`src/rtl/evel_pkg.sv`:
```
package evel_pkg;

  // configuration register indexes
  localparam int unsigned CfgIdxW = 3;
  localparam logic [CfgIdxW-1:0] REG_REVERSE_LEFT   = 3'd0;
  localparam logic [CfgIdxW-1:0] REG_REVERSE_RIGHT  = 3'd1;
  localparam logic [CfgIdxW-1:0] REG_VELOCITY_SCALE = 3'd2;
  localparam logic [CfgIdxW-1:0] REG_FILTER_ALPHA   = 3'd3;

  localparam int unsigned CfgDataW = 32;
  localparam int unsigned ScaleW   = 32;
  localparam int unsigned AlphaW   = 17;
  localparam int unsigned VelW     = 32;
  localparam int unsigned AngleOutW = 14;
  localparam int unsigned DeltaOutW = 15;

  localparam logic [ScaleW-1:0] SCALE_RESET = 32'd327680;
  localparam logic [AlphaW-1:0] ALPHA_RESET = 17'd55450;
  localparam logic [AlphaW-1:0] ALPHA_ONE   = 17'd65536;

  // shared multiplier: 18 x 33 signed
  localparam int unsigned MulAW = 18;
  localparam int unsigned MulBW = 33;
  localparam int unsigned ProdW = MulAW + MulBW;

  // scaled input is Q24.8 from Q16.16 * count, filter result drops the Q1.16 alpha scale
  localparam int unsigned ScaleShift = 8;
  localparam int unsigned AlphaShift = 16;

  typedef struct packed {
    logic                    en;
    logic signed [MulAW-1:0] op_a;
    logic signed [MulBW-1:0] op_b;
  } mul_req_t;

endpackage

```
`src/rtl/encoder_velocity_estimator.sv`:
```
// a transfer steps through ST_MUL1, ST_SCALE and ST_MUL2 to ST_FIN, which registers
// the result on out_valid once the output slot is free; one sample is taken at a
// time, since the single shared 18x33 multiplier is used once for scaling and once
// for the low-pass filter; a waiting result does not block the next input transfer
// reset (synchronous, rst_n low): registers to defaults, per-wheel state cleared
module encoder_velocity_estimator #(
  parameter int unsigned ANGLE_BITS = 14
) (
  input  logic                                   clk,
  input  logic                                   rst_n,
  // configuration writes
  input  logic                                   cfg_we,
  input  logic [evel_pkg::CfgIdxW-1:0]           cfg_index,
  input  logic [evel_pkg::CfgDataW-1:0]          cfg_wdata,
  // encoder samples
  input  logic                                   in_valid,
  output logic                                   in_ready,
  input  logic                                   in_wheel,
  input  logic [15:0]                            in_raw_word,
  // velocity results
  output logic                                   out_valid,
  input  logic                                   out_ready,
  output logic                                   out_wheel_out,
  output logic [evel_pkg::AngleOutW-1:0]         out_angle,
  output logic signed [evel_pkg::DeltaOutW-1:0]  out_count_delta,
  output logic signed [evel_pkg::VelW-1:0]       out_velocity
);
  import evel_pkg::*;

  // delta is one bit wider than the angle, wrap arithmetic one more
  localparam int unsigned DW  = ANGLE_BITS + 1;
  localparam int unsigned DWW = ANGLE_BITS + 2;
  localparam logic signed [DWW-1:0] FULL = DWW'(1) <<< ANGLE_BITS;
  localparam logic signed [DWW-1:0] HALF = DWW'(1) <<< (ANGLE_BITS - 1);
  localparam int unsigned ShW = ProdW - ScaleShift;

  typedef enum logic [2:0] {
    ST_IDLE,
    ST_MUL1,
    ST_SCALE,
    ST_MUL2,
    ST_FIN
  } state_t;

  state_t state_r;

  // configuration registers
  logic              rev_left_r;
  logic              rev_right_r;
  logic [ScaleW-1:0] scale_r;
  logic [AlphaW-1:0] alpha_r;

  // per-wheel state
  logic [ANGLE_BITS-1:0]    prev_angle_r [2];
  logic signed [VelW-1:0]   filt_vel_r   [2];
  logic [1:0]               primed_r;

  // working registers of the sample in flight
  logic                     wheel_r;
  logic [ANGLE_BITS-1:0]    angle_r;
  logic signed [DW-1:0]     delta_r;
  logic signed [VelW-1:0]   vin_r;

  // output slot
  logic                     out_valid_r;
  logic                     out_wheel_r;
  logic [AngleOutW-1:0]     out_angle_r;
  logic signed [DeltaOutW-1:0] out_delta_r;
  logic signed [VelW-1:0]   out_vel_r;

  // shared multiplier
  mul_req_t                 mul_req;
  logic signed [ProdW-1:0]  prod_r;

  evel_mul u_mul (
    .clk    (clk),
    .req    (mul_req),
    .prod_r (prod_r)
  );

  // ---------------------------------------------------------------
  // delta from the incoming word, worked out during the transfer
  // ---------------------------------------------------------------
  logic                   in_xfer;
  logic [ANGLE_BITS-1:0]  ang_new;
  logic [ANGLE_BITS-1:0]  ang_prev;
  logic signed [DWW-1:0]  d_raw;
  logic signed [DWW-1:0]  d_wrap;
  logic signed [DWW-1:0]  d_dir;
  logic                   rev_sel;

  assign in_xfer = in_valid && in_ready;
  assign ang_new = in_raw_word[15 -: ANGLE_BITS];
  // first sample of a wheel primes itself, giving a zero delta
  assign ang_prev = primed_r[in_wheel] ? prev_angle_r[in_wheel] : ang_new;
  assign rev_sel  = in_wheel ? rev_right_r : rev_left_r;

  always_comb begin
    d_raw = DWW'(ang_new) - DWW'(ang_prev);
    // wrap into one half turn either way
    if (d_raw > HALF) begin
      d_wrap = d_raw - FULL;
    end else if (d_raw < -HALF) begin
      d_wrap = d_raw + FULL;
    end else begin
      d_wrap = d_raw;
    end
    d_dir = rev_sel ? -d_wrap : d_wrap;
  end

  // ---------------------------------------------------------------
  // multiplier operand select
  // ---------------------------------------------------------------
  logic [AlphaW-1:0]       alpha_eff;
  logic signed [MulBW-1:0] vel_diff;

  // alpha above one acts as one (no filtering)
  assign alpha_eff = (alpha_r > ALPHA_ONE) ? ALPHA_ONE : alpha_r;
  // filter rewritten as v_prev + a*(in - v_prev), a single product
  assign vel_diff  = MulBW'(vin_r) - MulBW'(filt_vel_r[wheel_r]);

  always_comb begin
    mul_req.en   = 1'b0;
    mul_req.op_a = '0;
    mul_req.op_b = '0;
    case (state_r)
      ST_MUL1: begin
        mul_req.en   = 1'b1;
        mul_req.op_a = MulAW'(delta_r);
        mul_req.op_b = signed'({1'b0, scale_r});
      end
      ST_MUL2: begin
        mul_req.en   = 1'b1;
        mul_req.op_a = signed'({1'b0, alpha_eff});
        mul_req.op_b = vel_diff;
      end
      default: begin
        mul_req.en = 1'b0;
      end
    endcase
  end

  // ---------------------------------------------------------------
  // round and saturate the scaled count, round the filter step
  // ---------------------------------------------------------------
  logic signed [ProdW-1:0]  scale_rnd;
  logic signed [ShW-1:0]    scale_sh;
  logic [ShW-VelW:0]        scale_hi;
  logic signed [VelW-1:0]   vin_sat;
  logic signed [ProdW-1:0]  filt_rnd;
  logic signed [ProdW-1:0]  filt_step;
  logic signed [VelW-1:0]   vel_new;

  always_comb begin
    // ties go towards plus infinity
    scale_rnd = prod_r + (ProdW'(1) <<< (ScaleShift - 1));
    scale_sh  = ShW'(scale_rnd >>> ScaleShift);
    scale_hi  = scale_sh[ShW-1:VelW-1];
    if (scale_hi == '0 || scale_hi == '1) begin
      vin_sat = scale_sh[VelW-1:0];
    end else if (scale_sh[ShW-1]) begin
      vin_sat = {1'b1, {(VelW-1){1'b0}}};
    end else begin
      vin_sat = {1'b0, {(VelW-1){1'b1}}};
    end
  end

  always_comb begin
    filt_rnd  = prod_r + (ProdW'(1) <<< (AlphaShift - 1));
    filt_step = filt_rnd >>> AlphaShift;
    // result lies between input and previous value, so it fits
    vel_new   = filt_vel_r[wheel_r] + filt_step[VelW-1:0];
  end

  // output slot free or being emptied in this cycle
  logic out_free;
  assign out_free = !out_valid_r || out_ready;

  assign in_ready = (state_r == ST_IDLE);

  // ---------------------------------------------------------------
  // sequencer, state and registered outputs
  // ---------------------------------------------------------------
  always_ff @(posedge clk) begin
    if (!rst_n) begin
      state_r       <= ST_IDLE;
      out_valid_r   <= 1'b0;
      rev_left_r    <= 1'b0;
      rev_right_r   <= 1'b0;
      scale_r       <= SCALE_RESET;
      alpha_r       <= ALPHA_RESET;
      primed_r      <= '0;
      prev_angle_r[0] <= '0;
      prev_angle_r[1] <= '0;
      filt_vel_r[0] <= '0;
      filt_vel_r[1] <= '0;
    end else begin
      // configuration writes, unknown indexes ignored
      if (cfg_we) begin
        case (cfg_index)
          REG_REVERSE_LEFT:   rev_left_r  <= cfg_wdata[0];
          REG_REVERSE_RIGHT:  rev_right_r <= cfg_wdata[0];
          REG_VELOCITY_SCALE: scale_r     <= cfg_wdata[ScaleW-1:0];
          REG_FILTER_ALPHA:   alpha_r     <= cfg_wdata[AlphaW-1:0];
          default: ;
        endcase
      end

      // in the final step the slot is refilled instead
      if (out_valid_r && out_ready && state_r != ST_FIN) begin
        out_valid_r <= 1'b0;
      end

      case (state_r)
        ST_IDLE: begin
          if (in_xfer) begin
            wheel_r  <= in_wheel;
            angle_r  <= ang_new;
            delta_r  <= DW'(d_dir);
            prev_angle_r[in_wheel] <= ang_new;
            primed_r[in_wheel]     <= 1'b1;
            state_r  <= ST_MUL1;
          end
        end
        ST_MUL1: begin
          state_r <= ST_SCALE;
        end
        ST_SCALE: begin
          vin_r   <= vin_sat;
          state_r <= ST_MUL2;
        end
        ST_MUL2: begin
          state_r <= ST_FIN;
        end
        ST_FIN: begin
          // hold here until the output slot can take the result
          if (out_free) begin
            filt_vel_r[wheel_r] <= vel_new;
            out_valid_r <= 1'b1;
            out_wheel_r <= wheel_r;
            out_angle_r <= AngleOutW'(angle_r);
            out_delta_r <= DeltaOutW'(delta_r);
            out_vel_r   <= vel_new;
            state_r     <= ST_IDLE;
          end
        end
        default: begin
          state_r <= ST_IDLE;
        end
      endcase
    end
  end

  assign out_valid       = out_valid_r;
  assign out_wheel_out   = out_wheel_r;
  assign out_angle       = out_angle_r;
  assign out_count_delta = out_delta_r;
  assign out_velocity    = out_vel_r;

`ifndef SYNTHESIS
  // a transfer starts the multiply sequence straight away
  assert property (@(posedge clk) disable iff (!rst_n)
    in_xfer |=> state_r == ST_MUL1)
    else $error("transfer did not start the sequencer");

  // the wheel of a transfer is primed afterwards
  assert property (@(posedge clk) disable iff (!rst_n)
    in_xfer |=> primed_r[$past(in_wheel)])
    else $error("wheel not primed after its first sample");

  // finishing with a free slot always presents a result
  assert property (@(posedge clk) disable iff (!rst_n)
    (state_r == ST_FIN && out_free) |=> (out_valid_r && state_r == ST_IDLE))
    else $error("finished sample not presented");

  // a result only appears from the final step
  assert property (@(posedge clk) disable iff (!rst_n)
    $rose(out_valid_r) |-> $past(state_r) == ST_FIN)
    else $error("result presented outside the final step");
`endif

endmodule

```
`src/rtl/evel_mul.sv`:
```
module evel_mul (
  input  logic                              clk,
  input  evel_pkg::mul_req_t                req,
  output logic signed [evel_pkg::ProdW-1:0] prod_r
);
  import evel_pkg::*;

  logic signed [ProdW-1:0] prod_nxt;

  // full-width signed product, registered before any further use
  assign prod_nxt = ProdW'(req.op_a) * ProdW'(req.op_b);

  always_ff @(posedge clk) begin
    if (req.en) begin
      prod_r <= prod_nxt;
    end
  end

endmodule

```
`config.mk`:
```
export PLATFORM = sky130hd
export DESIGN_NAME = encoder_velocity_estimator
export DESIGN_NICKNAME = d
export VERILOG_FILES = /design/src/rtl/evel_pkg.sv /design/src/rtl/encoder_velocity_estimator.sv /design/src/rtl/evel_mul.sv
export SDC_FILE = /design/constraint.sdc
export NUM_CORES = 2
export LEC_CHECK = 0
export BUFFER_PORTS_ARGS = -buffer_cell sky130_fd_sc_hd__buf_2
export CAP_MARGIN = 5
export CORE_MARGIN = 5
export CORE_UTILIZATION = 40
export CTS_BUF_LIST = sky130_fd_sc_hd__clkbuf_8
export DETAILED_ROUTE_END_ITERATION = 8
export SYNTH_ARGS = -nofsm -noshare
export SYNTH_HDL_FRONTEND = slang
export SYNTH_SLANG_ARGS = --single-unit
```
`constraint.sdc`:
```
create_clock -name clk -period 19.24 [get_ports clk]
set_input_delay 3.848 -clock clk [delete_from_list [all_inputs] [get_ports clk]]
set_output_delay 3.848 -clock clk [all_outputs]
set_load 0.02 [all_outputs]
```
==> flow_metrics.py <==
metrics = {
    "timing": {
        "timing.final.hold_violations": 0,
        "worst_slew_pin_slew_ns": 1.374,
        "rsz0062_at_grt": "no",
        "fin_crit_ns": 11.31,
        "max_slew_margin_pct": 7.815,
        "fin_setup_tns_ns": 0,
        "fin_crit_sh_pct": 58.77,
        "fin_skew_ns": 0.05773,
        "fmax_mhz": 88.43,
        "setup_viol": 0,
        "maxSlewViolCount": 0,
    },
    "detailed_routing": {
        "drt-total-wl_um": 105900,
        "drt-initial-drc-count": 2130,
        "drc": 0,
        "drtPass1Iterations": 5,
        "routedWlPerCell_um": 19.82,
        "vias": 27517,
        "vias_per_cell": 5.153,
        "ant_nets": 0,
    },
    "synthesis": {
        "async_flop_share_pct": 0,
        "synth.avg_cell_area_sq_um": 9.446,
        "synth_cells": 3952,
        "yosysWarnings": 0,
        "yosys-top-cells-area": "fa_1, edfxtp_1, inv_1, ha_1, nand2_1",
        "synthFlopType": "edfxtp_1",
        "ys_types": 90,
        "synth_edf_count": 260,
        "syn-num-nets": 4778,
        "synth-compound-area-share_pct": 8.698,
        "synth_common_cells": "inv_1, fa_1, nand2_1",
        "synthXorXnorAreaFrac_pct": 4.552,
        "synth_top_area_cell": "fa_1",
        "synth_area_sq_um": 37330,
        "synth_fa_ha_area_share_pct": 37.26,
        "synth_simple_gate_area_share_pct": 14.89,
        "yosysTopAreaCellShare_pct": 30.62,
        "seq_area_frac_synth_pct": 24.03,
        "ys_seq_elements": 318,
        "synth.most_common_cell": "inv_1",
        "muxShareOfSynthArea_pct": 1.656,
        "synth_top_family_by_area": "adder cells",
    },
    "clocking": {
        "clk_path_buf_depth": 3,
        "insertion_delay_ns": 0.69,
        "cts_setup_buffers": 0,
        "path_clk_slew_ns": 0.06,
        "cts_root_buffer": "clkbuf_8",
        "cts_sinks": 318,
        "htree_num_levels": 2,
        "holdBufCountCts": 0,
        "cts_tree": "built",
        "cts_buffers": 58,
        "post_cts_resized": 0,
    },
    "worst_setup_path": {
        "crit_fanout": 32,
        "cpPeakStageDelay_ns": 1.00,
        "crit_path_end_kind": "register",
        "critPathSlowestCell": "a21boi_1",
        "worstSetupPathType": "register to register",
        "crit_top_cell": "fa_1",
        "critPathArrivalTime_ns": 11.73,
        "critPathLaunchType": "register",
        "worstPathRequired_ns": 19.66,
    },
    "finish": {
        "finalNonFillerCells": 5340,
        "num-fill-cells": 9047,
        "nNetsFinal": 4859,
        "area_delta_synth_final_pct": 8.771,
        "drive_above_1_share_pct": 8.376,
    },
    "job": {
        "drv_cap": 0,
    },
    "power": {
        "seq_power_share_pct": 37.5,
        "p_leak_nw": 18.52,
        "p_per_area_nw_per_um2": 54.49,
        "p_comb_share_pct": 31.1,
        "finalPower_mw": 2.213,
        "intPower_mw": 1.423,
        "clkPwrFrac_pct": 31.4,
        "ir_drop_mv": 0.05164,
        "power.net_switching_mw": 0.7898,
        "p_sw_share_pct": 35.69,
    },
    "floorplanning": {
        "ios": 121,
        "row_count": 112,
        "fp.dieH_um": 315.5,
        "initial_utilization_pct": 40.18,
        "core_sq_um": 92910,
        "dieArea_sq_um": 99530,
        "die_x_um": 315.5,
    },
    "global_routing": {
        "grt_pass1_wl_um": 165400,
        "grt_max_degree": 62,
        "grt-ovfl-total": 0,
        "antenna_found_initial": 7,
        "grt_util_all_layers_pct": 21.59,
        "grt_pass1_vias": 28358,
    },
    "placement": {
        "placed_cells_incl_taps": 5226,
        "io_buffers": 118,
        "gp_congestion": 0.9332,
        "hpwlAfterDp_um": 84360,
    },
    "status": {
        "status": "finished clean",
    },
    "min_path": {
        "worstHoldPathType": "register to register",
    },
}
==> area by class of cell <==
cell class              count  area (sq um)  share of cell area [%]
clock inverters            49         410.4                   1.011
diodes                      3         7.507                 0.01849
multi-input cells        2764         25090                   61.80
inverters                 714          2680                   6.601
flip-flops and latches    318          8971                   22.09
clock buffers              61         839.6                   2.068
well taps                1254          1569                   3.864
repair buffers            177          1033                   2.545
==> power by group through the flow <==
| stage | registers (mW) | logic, mW | clock network, mW |
|---|---|---|---|
| 5_1_grt | 0.833 | 0.762 | 0.748 |
| 2_1_floorplan | 0.825 | 0.480 | 0 |
| 3_3_place_gp | 0.844 | 0.670 | 0 |
| 3_5_place_dp | 0.844 | 0.677 | 0 |
| 6_report | 0.831 | 0.688 | 0.694 |
| 4_1_cts | 0.830 | 0.682 | 0.718 |
==> sequential cells by signal (all words and copies together), names as in the netlist, named ones only <==
name,count
vin_r,32
state_r,3
alpha_r,17
out_wheel_out,1
filt_vel_r,64
primed_r,2
out_velocity,32
u_mul.prod_r,44
scale_r,32
prev_angle_r,28
angle_r,14
wheel_r,1
out_count_delta,15
out_angle,14
delta_r,15
rev_right_r,1
out_valid,1
rev_left_r,1
==> through the flow <==
step                      setup slack (ns)  hold slack (ns)  utilization, %  cell area [sq um]
after floorplan                      9.957           0.4003               -              37330
after global placement               8.026           0.4011           42.34              39340
after detailed placement             7.930           0.4052           42.34              39340
after CTS                            7.880           0.4144           43.69              40590
after global routing                 7.101           0.4193           43.70              40600
final                                7.932           0.4128           43.70              40600
==> path summary, 6_finish.rpt <==
| kind | startpoint | to | slack [ns] | cells after the start |
|---|---|---|---|---|
| hold / removal | angle_r[8] | out_angle[8] | 0.41 | 0 |
| setup reg to reg | register | u_mul.prod_r[49] | 7.93 | 32 |
| hold reg to reg | angle_r[8] | out_angle[8] | 0.41 | 0 |
| setup / recovery | register | u_mul.prod_r[49] | 7.93 | 32 |
==> cells in the final DEF, fill, tap and decap left out, types with 61 or more instances in the layout <==
master | synthesis | routed
o21ai_0 | 65 | 63
xor2_1 | 74 | 74
nor2_1 | 373 | 371
inv_1 | 714 | 727
clkbuf_8 | 1 | 61
fa_1 | 571 | 571
ha_1 | 198 | 198
a21oi_1 | 139 | 132
edfxtp_1 | 260 | 260
xnor2_1 | 120 | 120
buf_2 | 2 | 118
nand2_1 | 541 | 541
==> worst max-delay path, delay by kind of cell (launching register included) <==
| family | cells | cell delay (ns) |
|---|---|---|
| fa+ha+maj | 8 | 4.45 |
| compound gates | 14 | 4.29 |
| flops | 1 | 0.98 |
| simple gates | 5 | 0.65 |
| mux | 1 | 0.39 |
| buf+inv | 3 | 0.19 |
| xor+xnor | 1 | 0.10 |
==> kinds of logic (layout without fill, tap and decap cells) <==
kind of cell | Yosys count | count (layout)
DFF | 318 | 318
and+or+nand+nor | 1256 | 1256
muxes | 61 | 61
other | 0 | 3
adders and majority gates | 769 | 769
AOI/OAI and AO/OA | 484 | 484
xor gates and xnor gates | 194 | 194
buffers and inverters | 870 | 1001
==> metal layers <==
metal,wire (um),track usage [%]
met5,34,0
met2,46160,32.90
met3,11590,7.524
met4,2993,5.976
met1,45080,29.50
Note: power is estimated with default switching activity, not from simulation.
